[src/rtl/gamepad_command_responder_core_defines.svh]
// ----------------------------------------------------------------------------
// gamepad_command_responder_core_defines
// Assertion macros shared by the responder core. The clock and reset are taken
// as i_clk and i_rst_n of the including module.
// ----------------------------------------------------------------------------
`ifndef GAMEPAD_COMMAND_RESPONDER_CORE_DEFINES_SVH
`define GAMEPAD_COMMAND_RESPONDER_CORE_DEFINES_SVH

// Same-cycle implication, masked during reset
`define GCR_ASSERT_IMP(lbl, ante, cons, msg) \
    lbl: assert property (@(posedge i_clk) disable iff (!i_rst_n) (ante) |-> (cons)) \
        else $error(msg);

// Next-cycle implication, masked during reset
`define GCR_ASSERT_NXT(lbl, ante, cons, msg) \
    lbl: assert property (@(posedge i_clk) disable iff (!i_rst_n) (ante) |=> (cons)) \
        else $error(msg);

`endif

[src/rtl/gcr_pkg.sv]
// ----------------------------------------------------------------------------
// gcr_pkg
// Types and constants shared by the command responder front end, queue and
// byte sequencer.
// ----------------------------------------------------------------------------
package gcr_pkg;

    // Response geometry
    localparam int RESP_MAX = 10;
    localparam int IDX_W    = 4;

    // Command codes (first request byte)
    localparam logic [7:0] CMD_STATUS    = 8'h00;
    localparam logic [7:0] CMD_RESET     = 8'hff;
    localparam logic [7:0] CMD_READ      = 8'h40;
    localparam logic [7:0] CMD_ORIGIN    = 8'h41;
    localparam logic [7:0] CMD_RECAL     = 8'h42;
    localparam logic [7:0] CMD_LONG_READ = 8'h43;

    // Analog packing modes for read
    localparam logic [7:0] MODE_1 = 8'd1;
    localparam logic [7:0] MODE_2 = 8'd2;
    localparam logic [7:0] MODE_3 = 8'd3;
    localparam logic [7:0] MODE_4 = 8'd4;

    // Fixed response content
    localparam logic [7:0]  STATUS_ID      = 8'h09;
    localparam logic [7:0]  NIBBLE_HI      = 8'hf0;
    localparam logic [7:0]  BYTE1_FIXED    = 8'h80;
    localparam logic [14:0] TRIG_FULL_SCALE = 15'd32767;
    localparam logic [5:0]  READ_MIN_SEND  = 6'd3;
    localparam logic [5:0]  READ_LEN       = 6'd8;
    localparam logic [5:0]  LONG_LEN       = 6'd10;

    // Last byte index for each response length
    localparam logic [IDX_W-1:0] LAST_STATUS = 4'd2;
    localparam logic [IDX_W-1:0] LAST_READ   = 4'd7;
    localparam logic [IDX_W-1:0] LAST_LONG   = 4'd9;
    localparam logic [IDX_W-1:0] LAST_BAD    = 4'd0;

    // Configuration register indexes
    localparam logic [2:0] CFG_STICK_ORIGIN    = 3'd0;
    localparam logic [2:0] CFG_CSTICK_ORIGIN   = 3'd1;
    localparam logic [2:0] CFG_TRIGGER_ORIGIN  = 3'd2;
    localparam logic [2:0] CFG_TRIGGER_RANGE   = 3'd3;
    localparam logic [2:0] CFG_CLICK_THRESHOLD = 3'd4;
    localparam logic [2:0] CFG_RUMBLE_PRESENT  = 3'd5;

    typedef struct packed {
        logic [7:0] stick_origin;
        logic [7:0] cstick_origin;
        logic [7:0] trigger_origin;
        logic [7:0] trigger_range;
        logic [7:0] click_threshold;
        logic       rumble_present;
    } t_cfg;

    // One queued response
    typedef struct packed {
        logic [RESP_MAX-1:0][7:0] bytes;
        logic [IDX_W-1:0]         last_idx;
        logic                     valid_res;
        logic                     overflow;
        logic                     motor_on;
    } t_resp;

    typedef struct packed {
        logic full;
        logic empty;
    } t_q_stat;

    typedef struct packed {
        logic busy;
    } t_back_stat;

endpackage

[src/rtl/gcr_front.sv]
// ----------------------------------------------------------------------------
// gcr_front
// Accepts commands, scales the controls and builds the whole response in a
// registered stage A and a combinational stage B, then writes it to the response queue. Holds the
// origin-pending and motor state.
// ----------------------------------------------------------------------------
module gcr_front
    import gcr_pkg::*;
(
    input  logic         i_clk,
    input  logic         i_rst_n,
    input  t_cfg         i_cfg,
    input  logic         i_s_tvalid,
    output logic         o_s_tready,
    input  logic [111:0] i_s_tdata,
    input  t_q_stat      i_q_stat,
    output logic         o_push,
    output t_resp        o_resp
);

    typedef enum logic [2:0] {
        K_STATUS,
        K_READ,
        K_ORIGIN,
        K_LONG,
        K_BAD
    } t_kind;

    // Trigger position: floor(prod / 32767), clamped to the range
    function automatic logic [7:0] trig_pos(input logic [22:0] prod,
                                            input logic [7:0]  range);
        logic [7:0]  q;
        logic [15:0] rem;
        logic [8:0]  qc;
        q   = prod[22:15];
        rem = {1'b0, prod[14:0]} + {8'd0, q};
        qc  = {1'b0, q} + ((rem >= {1'b0, TRIG_FULL_SCALE}) ? 9'd1 : 9'd0);
        if (qc > {1'b0, range}) qc = {1'b0, range};
        return qc[7:0];
    endfunction

    // Field unpacking
    logic [7:0]  w_cmd, w_mode, w_x, w_y, w_cx, w_cy;
    logic [5:0]  w_send, w_recv;
    logic        w_rum;
    logic [15:0] w_lt, w_rt;
    logic [11:0] w_btn;

    assign w_cmd  = i_s_tdata[7:0];
    assign w_send = i_s_tdata[13:8];
    assign w_recv = i_s_tdata[19:14];
    assign w_mode = i_s_tdata[27:20];
    assign w_rum  = i_s_tdata[28];
    assign w_x    = i_s_tdata[36:29];
    assign w_y    = i_s_tdata[44:37];
    assign w_cx   = i_s_tdata[52:45];
    assign w_cy   = i_s_tdata[60:53];
    assign w_lt   = i_s_tdata[76:61];
    assign w_rt   = i_s_tdata[92:77];
    assign w_btn  = i_s_tdata[104:93];

    // Stage A registers
    logic        r_a_valid;
    logic [7:0]  r_cmd, r_mode, r_sx, r_sy, r_cx, r_cy;
    logic [5:0]  r_send, r_recv;
    logic        r_rum;
    logic [22:0] r_prod_l, r_prod_r;
    logic [11:0] r_btn;

    // Persistent state
    logic r_origin_pending, n_origin_pending;
    logic r_motor_running, n_motor_running;

    logic w_load;

    assign o_push     = r_a_valid && !i_q_stat.full;
    assign o_s_tready = !r_a_valid || !i_q_stat.full;
    assign w_load     = i_s_tvalid && o_s_tready;

    // Stage A: axis offsets and trigger products
    always_ff @(posedge i_clk) begin
        if (!i_rst_n) begin
            r_a_valid <= 1'b0;
        end else if (w_load) begin
            r_a_valid <= 1'b1;
        end else if (o_push) begin
            r_a_valid <= 1'b0;
        end
        if (w_load) begin
            r_cmd  <= w_cmd;
            r_mode <= w_mode;
            r_send <= w_send;
            r_recv <= w_recv;
            r_rum  <= w_rum;
            r_btn  <= w_btn;
            r_sx   <= i_cfg.stick_origin + w_x;
            r_sy   <= i_cfg.stick_origin - w_y;
            r_cx   <= i_cfg.cstick_origin + w_cx;
            r_cy   <= i_cfg.cstick_origin - w_cy;
            // only a positive raw axis moves the trigger
            r_prod_l <= (!w_lt[15] && w_lt != 16'd0) ?
                        {8'd0, w_lt[14:0]} * {15'd0, i_cfg.trigger_range} : 23'd0;
            r_prod_r <= (!w_rt[15] && w_rt != 16'd0) ?
                        {8'd0, w_rt[14:0]} * {15'd0, i_cfg.trigger_range} : 23'd0;
        end
    end

    // Stage B: trigger readings and buttons
    logic [7:0] w_al0, w_ar0, w_al, w_ar, w_full, w_b0, w_b1;
    logic       w_bl, w_br, w_up, w_dn, w_lf, w_rgt;

    always_comb begin
        w_full = i_cfg.trigger_origin + i_cfg.trigger_range;
        w_al0  = i_cfg.trigger_origin + trig_pos(r_prod_l, i_cfg.trigger_range);
        w_ar0  = i_cfg.trigger_origin + trig_pos(r_prod_r, i_cfg.trigger_range);
        w_bl   = r_btn[6] || (w_al0 >= i_cfg.click_threshold);
        w_br   = r_btn[7] || (w_ar0 >= i_cfg.click_threshold);
        w_al   = w_bl ? w_full : w_al0;
        w_ar   = w_br ? w_full : w_ar0;
        w_up   = r_btn[8];
        w_dn   = r_btn[9];
        w_lf   = r_btn[10];
        w_rgt  = r_btn[11];
        w_b0   = {2'b00, r_origin_pending, r_btn[5], r_btn[3], r_btn[2], r_btn[1], r_btn[0]};
        w_b1   = BYTE1_FIXED | {1'b0, w_bl, w_br, r_btn[4], w_up & ~w_dn, w_dn & ~w_up,
                                w_rgt & ~w_lf, w_lf & ~w_rgt};
    end

    // Stage B: classify the command
    t_kind w_kind;

    always_comb begin
        priority if (r_cmd == CMD_STATUS || r_cmd == CMD_RESET) begin
            w_kind = K_STATUS;
        end else if (r_cmd == CMD_READ && r_send >= READ_MIN_SEND) begin
            w_kind = K_READ;
        end else if (r_cmd == CMD_ORIGIN || r_cmd == CMD_RECAL) begin
            w_kind = K_ORIGIN;
        end else if (r_cmd == CMD_LONG_READ) begin
            w_kind = K_LONG;
        end else begin
            w_kind = K_BAD;
        end
    end

    // Stage B: response bytes and state update
    logic [7:0] w_c_pack, w_t_pack;

    always_comb begin
        w_c_pack         = (r_cx & NIBBLE_HI) | {4'd0, r_cy[7:4]};
        w_t_pack         = (w_al & NIBBLE_HI) | {4'd0, w_ar[7:4]};
        n_origin_pending = r_origin_pending;
        n_motor_running  = r_motor_running;
        o_resp           = '0;
        o_resp.valid_res = 1'b1;
        unique case (w_kind)
            K_STATUS: begin
                o_resp.bytes[0] = STATUS_ID;
                o_resp.bytes[2] = {4'd0, i_cfg.rumble_present & r_motor_running, 3'd0};
                o_resp.last_idx = LAST_STATUS;
            end
            K_READ: begin
                if (i_cfg.rumble_present) n_motor_running = r_rum;
                o_resp.bytes[0] = w_b0;
                o_resp.bytes[1] = w_b1;
                o_resp.bytes[2] = r_sx;
                o_resp.bytes[3] = r_sy;
                unique case (r_mode)
                    MODE_1: begin
                        o_resp.bytes[4] = w_c_pack;
                        o_resp.bytes[5] = w_al;
                        o_resp.bytes[6] = w_ar;
                    end
                    MODE_2: begin
                        o_resp.bytes[4] = w_c_pack;
                        o_resp.bytes[5] = w_t_pack;
                    end
                    MODE_3: begin
                        o_resp.bytes[4] = r_cx;
                        o_resp.bytes[5] = r_cy;
                        o_resp.bytes[6] = w_al;
                        o_resp.bytes[7] = w_ar;
                    end
                    MODE_4: begin
                        o_resp.bytes[4] = r_cx;
                        o_resp.bytes[5] = r_cy;
                    end
                    default: begin
                        o_resp.bytes[4] = r_cx;
                        o_resp.bytes[5] = r_cy;
                        o_resp.bytes[6] = w_t_pack;
                    end
                endcase
                o_resp.last_idx = LAST_READ;
                o_resp.overflow = r_recv > READ_LEN;
            end
            K_ORIGIN: begin
                n_origin_pending = 1'b0;
                o_resp.bytes[1]  = BYTE1_FIXED;
                o_resp.bytes[2]  = i_cfg.stick_origin;
                o_resp.bytes[3]  = i_cfg.stick_origin;
                o_resp.bytes[4]  = i_cfg.cstick_origin;
                o_resp.bytes[5]  = i_cfg.cstick_origin;
                o_resp.bytes[6]  = i_cfg.trigger_origin;
                o_resp.bytes[7]  = i_cfg.trigger_origin;
                o_resp.last_idx  = LAST_LONG;
                o_resp.overflow  = r_recv > LONG_LEN;
            end
            K_LONG: begin
                o_resp.bytes[0] = w_b0;
                o_resp.bytes[1] = w_b1;
                o_resp.bytes[2] = r_sx;
                o_resp.bytes[3] = r_sy;
                o_resp.bytes[4] = r_cx;
                o_resp.bytes[5] = r_cy;
                o_resp.bytes[6] = w_al;
                o_resp.bytes[7] = w_ar;
                o_resp.last_idx = LAST_LONG;
                o_resp.overflow = r_recv > LONG_LEN;
            end
            default: begin
                o_resp.valid_res = 1'b0;
                o_resp.last_idx  = LAST_BAD;
            end
        endcase
        // motor drive as seen after this command
        o_resp.motor_on = i_cfg.rumble_present & n_motor_running;
    end

    // State commits when the response enters the queue
    always_ff @(posedge i_clk) begin
        if (!i_rst_n) begin
            r_origin_pending <= 1'b1;
            r_motor_running  <= 1'b0;
        end else if (o_push) begin
            r_origin_pending <= n_origin_pending;
            r_motor_running  <= n_motor_running;
        end
    end

endmodule

[src/rtl/gcr_queue.sv]
// ----------------------------------------------------------------------------
// gcr_queue
// Small first-in first-out queue of complete responses between the front end
// and the byte sequencer.
// ----------------------------------------------------------------------------
module gcr_queue
    import gcr_pkg::*;
#(
    parameter int DEPTH = 2
) (
    input  logic    i_clk,
    input  logic    i_rst_n,
    input  logic    i_push,
    input  t_resp   i_resp,
    input  logic    i_pop,
    output t_resp   o_resp,
    output t_q_stat o_stat
);

    localparam int PTR_W = (DEPTH > 1) ? $clog2(DEPTH) : 1;
    localparam int CNT_W = $clog2(DEPTH + 1);

    t_resp              r_mem [DEPTH];
    logic [PTR_W-1:0]   r_wr_ptr, r_rd_ptr;
    logic [CNT_W-1:0]   r_count;

    assign o_stat.full  = r_count == CNT_W'(DEPTH);
    assign o_stat.empty = r_count == '0;
    assign o_resp       = r_mem[r_rd_ptr];

    // Storage
    always_ff @(posedge i_clk) begin
        if (i_push) r_mem[r_wr_ptr] <= i_resp;
    end

    // Pointers and fill count
    always_ff @(posedge i_clk) begin
        if (!i_rst_n) begin
            r_wr_ptr <= '0;
            r_rd_ptr <= '0;
            r_count  <= '0;
        end else begin
            if (i_push) begin
                r_wr_ptr <= (r_wr_ptr == PTR_W'(DEPTH - 1)) ? '0 : r_wr_ptr + 1'b1;
            end
            if (i_pop) begin
                r_rd_ptr <= (r_rd_ptr == PTR_W'(DEPTH - 1)) ? '0 : r_rd_ptr + 1'b1;
            end
            if (i_push && !i_pop) begin
                r_count <= r_count + 1'b1;
            end else if (i_pop && !i_push) begin
                r_count <= r_count - 1'b1;
            end
        end
    end

endmodule

[src/rtl/gcr_back.sv]
// ----------------------------------------------------------------------------
// gcr_back
// Byte sequencer: takes one response from the queue and sends its bytes one
// per cycle, while the receiver is ready, through an output register.
// ----------------------------------------------------------------------------
module gcr_back
    import gcr_pkg::*;
(
    input  logic        i_clk,
    input  logic        i_rst_n,
    input  t_resp       i_resp,
    input  t_q_stat     i_q_stat,
    output logic        o_pop,
    output t_back_stat  o_stat,
    output logic        o_m_tvalid,
    input  logic        i_m_tready,
    output logic [15:0] o_m_tdata,
    output logic        o_m_tlast,
    output logic [2:0]  o_m_tuser
);

    logic             r_busy;
    t_resp            r_cur;
    logic [IDX_W-1:0] r_idx;

    logic             r_out_valid;
    logic [IDX_W-1:0] r_out_idx;
    logic [7:0]       r_out_byte;
    logic             r_out_last;
    logic [2:0]       r_out_user;

    logic w_out_ready, w_emit, w_cur_last;

    assign w_out_ready = !r_out_valid || i_m_tready;
    assign w_emit      = r_busy && w_out_ready;
    assign w_cur_last  = r_idx == r_cur.last_idx;
    assign o_pop       = !i_q_stat.empty && (!r_busy || (w_emit && w_cur_last));
    assign o_stat.busy = r_busy;

    // Current response and byte pointer
    always_ff @(posedge i_clk) begin
        if (!i_rst_n) begin
            r_busy <= 1'b0;
        end else if (o_pop) begin
            r_busy <= 1'b1;
        end else if (w_emit && w_cur_last) begin
            r_busy <= 1'b0;
        end
        if (o_pop) begin
            r_cur <= i_resp;
            r_idx <= '0;
        end else if (w_emit && !w_cur_last) begin
            r_idx <= r_idx + 1'b1;
        end
    end

    // Output register
    always_ff @(posedge i_clk) begin
        if (!i_rst_n) begin
            r_out_valid <= 1'b0;
        end else if (w_emit) begin
            r_out_valid <= 1'b1;
        end else if (i_m_tready) begin
            r_out_valid <= 1'b0;
        end
        if (w_emit) begin
            r_out_idx  <= r_idx;
            r_out_byte <= r_cur.bytes[r_idx];
            r_out_last <= w_cur_last;
            r_out_user <= {r_cur.motor_on, r_cur.overflow, r_cur.valid_res};
        end
    end

    assign o_m_tvalid = r_out_valid;
    assign o_m_tdata  = {4'd0, r_out_byte, r_out_idx};
    assign o_m_tlast  = r_out_last;
    assign o_m_tuser  = r_out_user;

endmodule

[src/rtl/gamepad_command_responder_core.sv]
// ----------------------------------------------------------------------------
// gamepad_command_responder_core
// Controller-side responder: answers each host command with a run of
// response bytes built from the sampled controls and the origin settings.
// ----------------------------------------------------------------------------
// A command is taken on every cycle while the response queue has room; its
// response is built in the stage A registers and stage B logic and queued
// whole. The byte sequencer then sends one byte per cycle while the receiver
// is ready; a response holds 3 (status), 8 (read), 10 (origin, recalibrate,
// long read) or 1 (unrecognised) bytes, and the output rate, not the front
// end, sets the sustained throughput. The user must write the configuration
// only while the block is idle; the block itself does not enforce this.
module gamepad_command_responder_core
    import gcr_pkg::*;
#(
    parameter int QUEUE_DEPTH = 2
) (
    input  logic         i_clk,
    input  logic         i_rst_n,
    // configuration write port
    input  logic         i_cfg_we,
    input  logic [2:0]   i_cfg_addr,
    input  logic [7:0]   i_cfg_wdata,
    // command request
    input  logic         i_s_tvalid,
    output logic         o_s_tready,
    // from bit 0: command[8], send_count[6], recv_count[6], mode_select[8],
    // rumble_request[1], stick_x[8], stick_y[8], cstick_x[8], cstick_y[8],
    // left_trigger_raw[16], right_trigger_raw[16], host_buttons[12], zero pad
    input  logic [111:0] i_s_tdata,
    // response bytes
    output logic         o_m_tvalid,
    input  logic         i_m_tready,
    // from bit 0: byte_index[4], data_byte[8], zero pad
    output logic [15:0]  o_m_tdata,
    output logic         o_m_tlast,
    // from bit 0: valid_res, overflow, motor_on
    output logic [2:0]   o_m_tuser
);

`include "gamepad_command_responder_core_defines.svh"

    t_cfg       r_cfg;
    t_resp      w_push_resp, w_pop_resp;
    t_q_stat    w_q_stat;
    t_back_stat w_back_stat;
    logic       w_push, w_pop;

    // Configuration registers
    always_ff @(posedge i_clk) begin
        if (!i_rst_n) begin
            r_cfg.stick_origin    <= 8'd128;
            r_cfg.cstick_origin   <= 8'd128;
            r_cfg.trigger_origin  <= 8'd0;
            r_cfg.trigger_range   <= 8'd255;
            r_cfg.click_threshold <= 8'd242;
            r_cfg.rumble_present  <= 1'b1;
        end else if (i_cfg_we) begin
            unique case (i_cfg_addr)
                CFG_STICK_ORIGIN:    r_cfg.stick_origin    <= i_cfg_wdata;
                CFG_CSTICK_ORIGIN:   r_cfg.cstick_origin   <= i_cfg_wdata;
                CFG_TRIGGER_ORIGIN:  r_cfg.trigger_origin  <= i_cfg_wdata;
                CFG_TRIGGER_RANGE:   r_cfg.trigger_range   <= i_cfg_wdata;
                CFG_CLICK_THRESHOLD: r_cfg.click_threshold <= i_cfg_wdata;
                CFG_RUMBLE_PRESENT:  r_cfg.rumble_present  <= i_cfg_wdata[0];
                default: ;
            endcase
        end
    end

    gcr_front u_front (
        .i_clk      (i_clk),
        .i_rst_n    (i_rst_n),
        .i_cfg      (r_cfg),
        .i_s_tvalid (i_s_tvalid),
        .o_s_tready (o_s_tready),
        .i_s_tdata  (i_s_tdata),
        .i_q_stat   (w_q_stat),
        .o_push     (w_push),
        .o_resp     (w_push_resp)
    );

    gcr_queue #(
        .DEPTH (QUEUE_DEPTH)
    ) u_queue (
        .i_clk   (i_clk),
        .i_rst_n (i_rst_n),
        .i_push  (w_push),
        .i_resp  (w_push_resp),
        .i_pop   (w_pop),
        .o_resp  (w_pop_resp),
        .o_stat  (w_q_stat)
    );

    gcr_back u_back (
        .i_clk      (i_clk),
        .i_rst_n    (i_rst_n),
        .i_resp     (w_pop_resp),
        .i_q_stat   (w_q_stat),
        .o_pop      (w_pop),
        .o_stat     (w_back_stat),
        .o_m_tvalid (o_m_tvalid),
        .i_m_tready (i_m_tready),
        .o_m_tdata  (o_m_tdata),
        .o_m_tlast  (o_m_tlast),
        .o_m_tuser  (o_m_tuser)
    );

    // Checks
    `GCR_ASSERT_IMP(a_push_not_full, w_push, !w_q_stat.full, "push into full queue")
    `GCR_ASSERT_IMP(a_last_index, o_m_tvalid && o_m_tlast && o_m_tuser[0], o_m_tdata[3:0] == LAST_STATUS || o_m_tdata[3:0] == LAST_READ || o_m_tdata[3:0] == LAST_LONG, "bad final byte index")
    `GCR_ASSERT_IMP(a_over_valid, o_m_tvalid && o_m_tuser[1], o_m_tuser[0], "overflow on invalid command")
    `GCR_ASSERT_IMP(a_run_continues, o_m_tvalid && !o_m_tlast, w_back_stat.busy, "run ended early")

endmodule

[config.mk]
export PLATFORM = sky130hd
export DESIGN_NAME = gamepad_command_responder_core
export DESIGN_NICKNAME = d
export VERILOG_FILES = /design/src/rtl/gcr_pkg.sv /design/src/rtl/gcr_front.sv /design/src/rtl/gcr_queue.sv /design/src/rtl/gcr_back.sv /design/src/rtl/gamepad_command_responder_core.sv
export VERILOG_INCLUDE_DIRS = /design/src /design/src/rtl
export SDC_FILE = /design/constraint.sdc
export NUM_CORES = 1
export LEC_CHECK = 0
export ABC_CLOCK_PERIOD_IN_PS = 10310
export BUFFER_PORTS_ARGS = -buffer_cell sky130_fd_sc_hd__buf_2
export CORE_MARGIN = 5
export CORE_UTILIZATION = 40
export CTS_BUF_LIST = sky130_fd_sc_hd__clkbuf_2 sky130_fd_sc_hd__clkbuf_4 sky130_fd_sc_hd__clkbuf_8
export DETAILED_ROUTE_END_ITERATION = 7
export GPL_ROUTABILITY_DRIVEN = 0
export PLACE_DENSITY_LB_ADDON = 0.3
export SLEW_MARGIN = 20
export SYNTH_ARGS = -nofsm -noshare
export SYNTH_HDL_FRONTEND = slang
export SYNTH_SLANG_ARGS = --single-unit
[constraint.sdc]
create_clock -name i_clk -period 10.31 [get_ports i_clk]
set_clock_uncertainty 0.05 [all_clocks]
set_input_delay 1.031 -clock i_clk [delete_from_list [all_inputs] [get_ports i_clk]]
set_output_delay 1.031 -clock i_clk [all_outputs]
set_load 0.01 [all_outputs]
==> flow_metrics.py, run 1 <==
metrics = {
    "min_path": {
        "hold_path.class": "register to register",
    },
    "clock_network": {
        "root_buffer": "clkbuf_8",
        "clockBufferDepth": 3,
        "clock-sinks": 396,
        "clkTransAtPathRegs_ps": 60,
        "cts_setup_buffers": 0,
        "clk_latency_ps": 650,
        "hold_buffers": 0,
        "tritoncts": "built",
        "post_cts_resized": 0,
        "cts_made_buffers": 67,
        "cts_max_level": 3,
    },
    "logic_synthesis": {
        "synth_top_area_share": 0.386,
        "ys_seq_area_frac": 0.427,
        "synth.area.top_cells": "edfxtp_1 (39%), fa_1 (12%), ha_1 (8.9%)",
        "synth_seq_cells": 396,
        "synth_top_area_cell": "edfxtp_1",
        "syn_inst": 2388,
        "synth-edff-count": 342,
        "avgSynthCellArea_um2": 11.1,
        "async_flop_share": 0,
        "yosys_warnings": 0,
        "ys_types": 85,
        "synth_area_um2": 26600,
        "synthFlopType": "edfxtp_1",
    },
    "detailed_routing": {
        "vias": 18000,
        "wl_per_cell_um": 18.5,
        "viasPerCell": 5.24,
        "drtIter0Drc": 1034,
        "drc": 0,
        "wirelength_um": 63600,
        "first_pass_iters": 7,
        "ant_nets": 0,
    },
    "setup_path": {
        "slowest_delay_ps": 630,
        "crit_required_ps": 10580,
        "end_kind": "register",
        "crit_arrival_ps": 8900,
        "critPathBufInv": 2,
        "setup.worst_path.class": "register to register",
        "crit_top_cell": "o21ai_0",
        "crit_path_top_delay_cell": "a22oi_2",
        "cp-start-kind": "register",
        "cp_top_family": "compound AO/OA/AOI/OAI gates",
        "critPathMaxFanout": 16,
    },
    "sta": {
        "setup_viol": 0,
        "fin_crit_ps": 8640,
        "hold_viol": 0,
        "slew_headroom": 0.312,
        "fmax_mhz": 116,
        "rsz0062_at_grt": "no",
        "slew_violations": 0,
        "hold_ws_ps": 371,
        "post-route-period-util": 0.838,
        "tightestPinTransition_ps": 1030,
        "setup_tns_ps": 0,
    },
    "grt": {
        "gr-total-overflow": 0,
        "grt_max_degree": 76,
        "grt_usage": 0.178,
        "grt_pass1_vias": 19000,
        "grt_pass1_wl_um": 101000,
        "antenna_found_initial": 4,
    },
    "die": {
        "die-area_um2": 71800,
        "die_h_um": 268,
        "fp.dieW_um": 268,
        "rows": 94,
        "core_um2": 65900,
        "io_pins": 150,
        "start_util": 0.404,
    },
    "final_layout": {
        "nets": 3011,
        "area_growth_pct": 10.8,
        "mostFrequentLayoutCells": "edfxtp_1 (342), nand2_1 (276), inv_1 (268)",
        "drive_gt1_frac": 0.145,
        "final_common_cell": "edfxtp_1",
        "fill_cells": 6184,
    },
    "status": {
        "status": "finished clean",
    },
    "power_and_ir_drop": {
        "ir_worst_vdd_mv": 0.150,
        "power_density_nw_per_um2": 249,
        "p_leak_nw": 12.6,
    },
    "placed_design": {
        "dp_hpwl_um": 46600,
        "portBuffers": 138,
    },
    "run": {
        "maxCapViolCount": 0,
    },
}
## flip-flops by register name, summed over array words and instances (netlist names), 2 cells and up
register and cells:
u_back.r_out_byte 8, u_queue.r_count 2, u_front.r_send 6, u_front.r_cy 8
u_front.r_sy 8, u_queue.r_mem 138, u_front.r_recv 6, r_cfg 41
u_front.r_cmd 8, u_front.r_mode 8, u_back.o_m_tuser 3, u_back.r_cur 69
u_front.r_prod_r 23, u_front.r_sx 8, u_front.r_prod_l 23, u_back.r_idx 4
u_front.r_cx 8, u_front.r_btn 12, u_back.r_out_idx 4
## synth_stat cells (9+ instances only)
| cell type | instances |
|---|---|
| a21boi_0 | 35 |
| a21o_1 | 28 |
| a21oi_1 | 72 |
| a22o_1 | 19 |
| and2_1 | 146 |
| and3_1 | 11 |
| clkbuf_1 | 72 |
| dfxtp_1 | 54 |
| edfxtp_1 | 342 |
| fa_1 | 165 |
| ha_1 | 190 |
| inv_1 | 268 |
| mux2_2 | 73 |
| mux2i_1 | 20 |
| mux4_2 | 14 |
| nand2_1 | 276 |
| nand2b_1 | 27 |
| nand3_1 | 25 |
| nand4_1 | 9 |
| nor2_1 | 103 |
| nor2b_1 | 18 |
| nor3_1 | 28 |
| nor3b_1 | 12 |
| nor4_1 | 14 |
| o211ai_1 | 22 |
| o21a_1 | 11 |
| o21ai_0 | 84 |
| o21bai_1 | 12 |
| xnor2_1 | 51 |
| xor2_1 | 49 |
## metrics by stage
| step | cell area [µm²] | std cells | total power, mW | setup slack, ps | util |
|---|---|---|---|---|---|
| 6_report | 29500 | 3437 | 7.34 | 1670 | 0.447 |
| 5_1_grt | 29500 | 3437 | 8.01 | 887 | 0.447 |
| 4_1_cts | 29500 | 3436 | 7.44 | 1810 | 0.447 |
| 3_5_place_dp | 28200 | 3323 | 6.02 | 1820 | 0.428 |
| 3_3_place_gp | 28200 | 3323 | 5.90 | 1970 | 0.428 |
| 2_1_floorplan | 26600 | 2391 | 5.18 | 3040 | - |
## final cells by class
cell class | count | area [µm²] | share of cell area
multi-input cells | 1636 | 13900 | 0.472
flip-flops and latches | 396 | 11400 | 0.385
clock buffers | 88 | 1090 | 0.0371
well taps | 864 | 1080 | 0.0367
inverters | 268 | 1010 | 0.0341
repair buffers | 159 | 848 | 0.0288
clock inverters | 25 | 184 | 0.00624
diodes | 1 | 2.50 | 0.0000849
## metal layers
layer,track usage,routed length [µm],vias up
met1,0.219,26400,8882
met5,0,18,-
met2,0.316,32000,487
met4,0.0690,1990,2
li1,-,-,8530
met3,0.0255,3160,118
## power breakdown
| part | switching (mW) | internal [mW] |
|---|---|---|
| Combinational | 2.02 | 1.59 |
| Sequential | 0.165 | 2.20 |
| Clock | 0.640 | 0.725 |
| Total | 2.83 | 4.51 |
## worst register-to-register path: cells and delay by family, from the launching register on
kind                       cells  cell delay [ps]
DFF                            1              400
adders and majority gates      6             1730
xor gates and xnor gates       2              510
AOI/OAI and AO/OA             18             4310
and+or+nand+nor                8             1140
buffers and inverters          2              160
## cells by family after synthesis
kind of cell / Yosys count / share of synthesized area
AOI/OAI and AO/OA: 358 / 0.0902
xor gates and xnor gates: 102 / 0.0344
adders and majority gates: 356 / 0.214
buffers and inverters: 359 / 0.0519
DFF: 396 / 0.427
muxes: 107 / 0.0503
other: 1 / 0.000141
and+or+nand+nor: 709 / 0.133
## final timing paths
| check | slack, ps | cells after the start | startpoint | endpoint |
|---|---|---|---|---|
| min reg2reg | 370 | 0 | u_back.r_cur[1] | u_back.o_m_tuser[1] |
| min | 370 | 0 | u_back.r_cur[1] | u_back.o_m_tuser[1] |
| max | 1670 | 36 | u_front.r_prod_l[15] | u_queue.r_mem[0][46] |
| max reg2reg | 1670 | 36 | u_front.r_prod_l[15] | u_queue.r_mem[0][46] |
Note: power is estimated with default switching activity, not from simulation.
==> inputs of run 2 (changes only) <==
--- a/config.mk
+++ b/config.mk
@@ -6,7 +6,7 @@
 export SDC_FILE = /design/constraint.sdc
 export NUM_CORES = 1
 export LEC_CHECK = 0
-export ABC_CLOCK_PERIOD_IN_PS = 10310
+export ABC_CLOCK_PERIOD_IN_PS = 7000
 export BUFFER_PORTS_ARGS = -buffer_cell sky130_fd_sc_hd__buf_2
 export CORE_MARGIN = 5
 export CORE_UTILIZATION = 40
==> constraint.sdc (replaced) <==
create_clock -name i_clk -period 7 [get_ports i_clk]
set_clock_uncertainty 0.05 [all_clocks]
set_input_delay 0.7 -clock i_clk [delete_from_list [all_inputs] [get_ports i_clk]]
set_output_delay 0.7 -clock i_clk [all_outputs]
set_load 0.01 [all_outputs]
==> run 2 against run 1 <==
Net effect:
- hold slack got worse by 200 ps
- die area unchanged
- critical path type unchanged
- the flow now finishes with violations (setup timing)
- via count is 2.7% higher
- clock power up 64%
- utilization grew 2.5 points
- sequential cell count unchanged
- combinational power is 66% higher
- cell count rose by 3.6%
==> flow_metrics.py, run 2 (synthesis results as in run 1) <==
metrics = {
    "status": {
        "status": "complete, but fails checks",
        "violations": "setup timing",
    },
    "clock_network": {
        "clockBufferDepth": 3,
        "clkTransAtPathRegs_ps": 60,
        "clk_latency_ps": 660,
        "cts_made_buffers": 69,
        "clock-sinks": 396,
        "tritoncts": "built",
        "cts_max_level": 3,
        "root_buffer": "clkbuf_8",
    },
    "final_layout": {
        "final_area_um2": 31100,
        "final_common_cell": "edfxtp_1",
        "mostFrequentLayoutCells": "edfxtp_1 (342), nand2_1 (270), inv_1 (263)",
        "layout.cells.non_filler": 3561,
        "nets": 3122,
        "area_growth_pct": 16.9,
        "largest_register_ffs": 138,
        "drive_gt1_frac": 0.224,
        "fill_cells": 6047,
        "fin_util": 0.472,
        "reg_top3": "u_queue.r_mem (138), u_back.r_cur (69), r_cfg (41)",
        "top_register": "u_queue.r_mem",
    },
    "setup_path": {
        "slowest_delay_ps": 400,
        "startpoint": "u_front.r_prod_r[15]",
        "crit_top_cell": "a21oi_2",
        "cp-start-kind": "register",
        "end_kind": "register",
        "critPathMaxFanout": 6,
        "crit_arrival_ps": 7580,
        "crit_path_top_delay_cell": "edfxtp_1",
        "crit_required_ps": 7330,
        "setup.worst_path.class": "register to register",
        "r2r_start": "u_front.r_prod_r[15]",
    },
    "power_and_ir_drop": {
        "power.internal_mw": 7.26,
        "pwr-share-clk": 0.192,
        "switching_share": 0.377,
        "power_density_nw_per_um2": 374,
        "pwr-share-seq": 0.293,
        "ir_worst_vdd_mv": 0.228,
        "p_leak_nw": 13.3,
        "p_switching_mw": 4.39,
        "pwr-share-comb": 0.514,
        "p_total_mw": 11.6,
    },
    "die": {
        "die-area_um2": 71800,
        "fp.dieW_um": 268,
        "io_pins": 150,
        "start_util": 0.404,
        "die_h_um": 268,
        "core_um2": 65900,
        "rows": 94,
    },
    "detailed_routing": {
        "viasPerCell": 5.20,
        "first_pass_iters": 7,
        "vias": 18500,
        "drc": 0,
        "ant_nets": 0,
        "wirelength_um": 65100,
        "wl_per_cell_um": 18.3,
        "drtIter0Drc": 1183,
    },
    "grt": {
        "grt-busiest-layer": "met2",
        "grt_max_degree": 76,
        "use_met2": 0.319,
        "grt_pass1_wl_um": 103000,
        "grtUsageMet3": 0.0267,
        "grt_pass1_vias": 19600,
        "met1_usage": 0.224,
        "antenna_found_initial": 4,
        "gr-total-overflow": 0,
        "grt_usage": 0.179,
    },
    "sta": {
        "setup_viol": 28,
        "hold_ws_ps": 169,
        "slew_headroom": 0.301,
        "hold_viol": 0,
        "post-route-period-util": 1.04,
        "slew_violations": 0,
        "tightestPinTransition_ps": 1050,
        "fmax_mhz": 138,
        "fin_crit_ps": 7250,
        "worst_slack_ps": -250,
        "rsz0062_at_grt": "yes",
    },
    "placed_design": {
        "dp_hpwl_um": 47200,
        "portBuffers": 138,
        "place_inst": 3397,
        "placedInstanceArea_um2": 28800,
    },
    "run": {
        "maxCapViolCount": 0,
    },
    "min_path": {
        "hold_path.class": "primary input to register",
        "min-delay-start": "i_s_tdata[97]",
    },
}
run 2: power groups by stage:
| stage | Sequential [mW] | Clock [mW] | Combinational (mW) |
|---|---|---|---|
| floorplan | 3.44 | 0 | 4.21 |
| global placement | 3.45 | 0 | 5.49 |
| detailed placement | 3.46 | 0 | 5.64 |
| CTS | 3.42 | 2.31 | 5.90 |
| global route | 3.46 | 2.42 | 6.76 |
| finish | 3.42 | 2.24 | 5.99 |
run 2: layer usage:
layer  vias to the layer above  part of all wire
li1                       8746                 -
met1                      9133              0.41
met2                       500              0.51
met3                       125             0.050
met4                         0             0.031
met5                         -                 0
run 2: final cells by class:
cell class	instances	area [µm²]	share of cell area
Antenna cell	3	7.51	0.000241
Clock buffer	94	1160	0.0372
Clock inverter	32	315	0.0101
Inverter	268	1010	0.0323
Multi-Input combinational cell	1636	14500	0.466
Sequential cell	396	11400	0.365
Tap cell	864	1080	0.0347
Timing Repair Buffer	268	1700	0.0548
run 2: what timing repair did:
action | in CTS | in global routing
endpoints found under the hold margin | 0 | 0
gates resized for setup | 105 | 71
endpoints found under the setup margin | 50 | 52
pin swaps | 58 | 33
hold buffers | 0 | 0
buffers inserted | 27 | 10
run 2: final timing paths:
| check | endpoint | slack [ps] | depth (start not counted) |
|---|---|---|---|
| setup reg to reg | u_queue.r_mem[0][54] | -250 | 41 |
| hold / removal | u_front.r_btn[4] | 170 | 1 |
| setup / recovery | u_queue.r_mem[0][54] | -250 | 41 |
| hold reg to reg | u_back.o_m_tuser[2] | 370 | 0 |
run 2: critical path, delay by kind of cell, from the launching register on:
kind | cells | cell delay, ps
adder cells (fa/ha/maj) | 6 | 1450
XOR/XNOR | 2 | 480
AND/OR/NAND/NOR | 11 | 1270
flip-flops | 1 | 400
AO/OA/AOI/OAI | 15 | 2180
buffers and inverters | 5 | 660
multiplexers | 2 | 490
run 2: stage by stage:
stage / worst slack (ps) / TNS (ps)
2_1_floorplan: 9.01 / 0
3_3_place_gp: -323 / -9210
3_5_place_dp: -593 / -20880
4_1_cts: -115 / -1000
5_1_grt: -619 / -20610
6_report: -250 / -4120
==> inputs of run 3 (changes only) <==
--- a/config.mk
+++ b/config.mk
@@ -9,7 +9,7 @@
 export ABC_CLOCK_PERIOD_IN_PS = 7000
 export BUFFER_PORTS_ARGS = -buffer_cell sky130_fd_sc_hd__buf_2
 export CORE_MARGIN = 5
-export CORE_UTILIZATION = 40
+export CORE_UTILIZATION = 50
 export CTS_BUF_LIST = sky130_fd_sc_hd__clkbuf_2 sky130_fd_sc_hd__clkbuf_4 sky130_fd_sc_hd__clkbuf_8
 export DETAILED_ROUTE_END_ITERATION = 7
 export GPL_ROUTABILITY_DRIVEN = 0
==> run 3 against run 2 <==
Net effect:
- the run still ends with setup timing left
- cell area fell by 0.82%
- sequential share of layout area rose by 0.30 points
- global-route usage rose by 3.9 points
- first-iteration DRC count fell by 0.68%
- utilization rose by 11 points
- maximum frequency rose by 0.16%
- register-to-register slack barely moved
- critical endpoint is now u_queue.r_mem[0][56]
==> flow_metrics.py, run 3 (synthesis results as in run 1) <==
metrics = {
    "status": {
        "status": "complete, but fails checks",
        "violations": "setup timing",
    },
    "grt": {
        "grt_pass1_wl_um": 100000,
        "grt_max_degree": 76,
        "grt_pass1_vias": 19700,
        "gr-total-overflow": 0,
        "antenna_found_initial": 6,
        "grt_usage": 0.218,
    },
    "clock_network": {
        "tritoncts": "built",
        "root_buffer": "clkbuf_8",
        "cts_made_buffers": 66,
        "clk_latency_ps": 640,
        "clock-sinks": 396,
        "cts_max_level": 3,
        "clkTransAtPathRegs_ps": 70,
        "clockBufferDepth": 3,
    },
    "setup_path": {
        "r2r_start": "u_front.r_prod_r[16]",
        "slowest_delay_ps": 410,
        "rr_worst_depth": 36,
        "startpoint": "u_front.r_prod_r[16]",
        "crit_arrival_ps": 7540,
        "setup.worst_path.class": "register to register",
        "crit_path_top_delay_cell": "edfxtp_1",
        "crit_top_cell": "a21o_1",
        "end_kind": "register",
        "crit_required_ps": 7300,
        "cp-start-kind": "register",
        "critPathMaxFanout": 8,
    },
    "detailed_routing": {
        "viasPerCell": 5.46,
        "ant_nets": 0,
        "drtIter0Drc": 1175,
        "wl_per_cell_um": 18.6,
        "vias": 18500,
        "wirelength_um": 63100,
        "first_pass_iters": 6,
        "drc": 0,
    },
    "die": {
        "fp.dieW_um": 241,
        "io_pins": 150,
        "core_um2": 52700,
        "die_h_um": 241,
        "rows": 84,
        "start_util": 0.505,
        "die-area_um2": 57900,
    },
    "placed_design": {
        "dp_hpwl_um": 45800,
        "placedInstanceArea_um2": 28600,
        "place_inst": 3223,
        "portBuffers": 138,
    },
    "sta": {
        "post-route-period-util": 1.03,
        "setup_viol": 36,
        "setup_tns_ps": -5450,
        "worst_slack_ps": -239,
        "tightestPinTransition_ps": 1050,
        "slew_headroom": 0.302,
        "fmax_mhz": 138,
        "rsz0062_at_grt": "yes",
        "fin_crit_ps": 7240,
        "hold_viol": 0,
        "slew_violations": 0,
    },
    "final_layout": {
        "top_register": "u_queue.r_mem",
        "nets": 3126,
        "final_area_um2": 30900,
        "layout.cells.non_filler": 3389,
        "mostFrequentLayoutCells": "edfxtp_1 (342), nand2_1 (271), inv_1 (265)",
        "reg_top3": "u_queue.r_mem (138), u_back.r_cur (69), r_cfg (41)",
        "area_growth_pct": 16.0,
        "drive_gt1_frac": 0.224,
        "largest_register_ffs": 138,
        "final_common_cell": "edfxtp_1",
    },
    "min_path": {
        "min-delay-start": "i_s_tdata[1]",
        "hold_path.class": "primary input to register",
        "worst_hold_path.num_cells": 1,
    },
    "power_and_ir_drop": {
        "p_total_mw": 11.5,
        "ir_worst_vdd_mv": 0.201,
        "p_leak_nw": 13.3,
        "power_density_nw_per_um2": 373,
    },
    "run": {
        "maxCapViolCount": 0,
    },
}
==> run 3: cell count changes in the layout (fill, tap and decap cells not counted), moves of 5 or more <==
| cell | before | now |
|---|---|---|
| clkinv_2 | 6 | 15 |
| o21ai_2 | 18 | 13 |
| clkbuf_4 | 22 | 15 |
| buf_4 | 120 | 125 |
| clkinv_1 | 13 | 8 |
==> run 3: critical path, delay by kind of cell (launching register included) <==
family / cells / cell delay [ps]
buffers and inverters: 2 / 320
adder cells (fa/ha/maj): 5 / 1420
flip-flops: 1 / 410
AO/OA/AOI/OAI: 18 / 3320
multiplexers: 2 / 340
XOR/XNOR: 2 / 400
AND/OR/NAND/NOR: 7 / 690
==> run 3: layout make-up <==
| class | count | area (µm²) |
|---|---|---|
| well taps | 688 | 861 |
| repair buffers | 275 | 1760 |
| inverters | 268 | 1010 |
| clock buffers | 88 | 1120 |
| flip-flops and latches | 396 | 11400 |
| diodes | 4 | 10.0 |
| multi-input cells | 1636 | 14500 |
| clock inverters | 34 | 273 |
| fillers | 4275 | 21800 |
==> run 3: where the power goes <==
group | internal [mW] | total [mW] | switching [mW] | leakage, nW
Combinational | 2.76 | 5.95 | 3.19 | 8.89
Clock | 1.14 | 2.12 | 0.971 | 0.741
Sequential | 3.24 | 3.45 | 0.210 | 3.71
Total | 7.14 | 11.5 | 4.38 | 13.3
==> run 3: metrics by stage <==
step,hold WS (ps),util,setup WS [ps]
2_1_floorplan,350,-,9.01
3_3_place_gp,351,0.542,-308
3_5_place_dp,356,0.542,-638
4_1_cts,106,0.579,0.913
5_1_grt,121,0.586,-590
6_report,169,0.586,-239
==> run 3: per-layer routing <==
metal  vias up  track usage  part of all wire
met5         -            0                 0
met2       525        0.394              0.52
met1      9068        0.260              0.40
met4         0       0.0934             0.036
li1       8765            -                 -
met3       134       0.0318             0.047
==> run 3: worst paths after layout <==
check / to / slack, ps
setup / recovery: u_queue.r_mem[0][56] / -240
hold / removal: u_front.r_cmd[1] / 170
setup reg to reg: u_queue.r_mem[0][56] / -240
hold reg to reg: u_back.o_m_tuser[1] / 370
==> run 3: what timing repair did <==
action	4_1_cts	5_1_grt
gates resized for setup	88	75
hold buffers	0	0
pin swaps	72	44
setup buffers	34	11
cloned	0	0
setup endpoints to repair	50	52
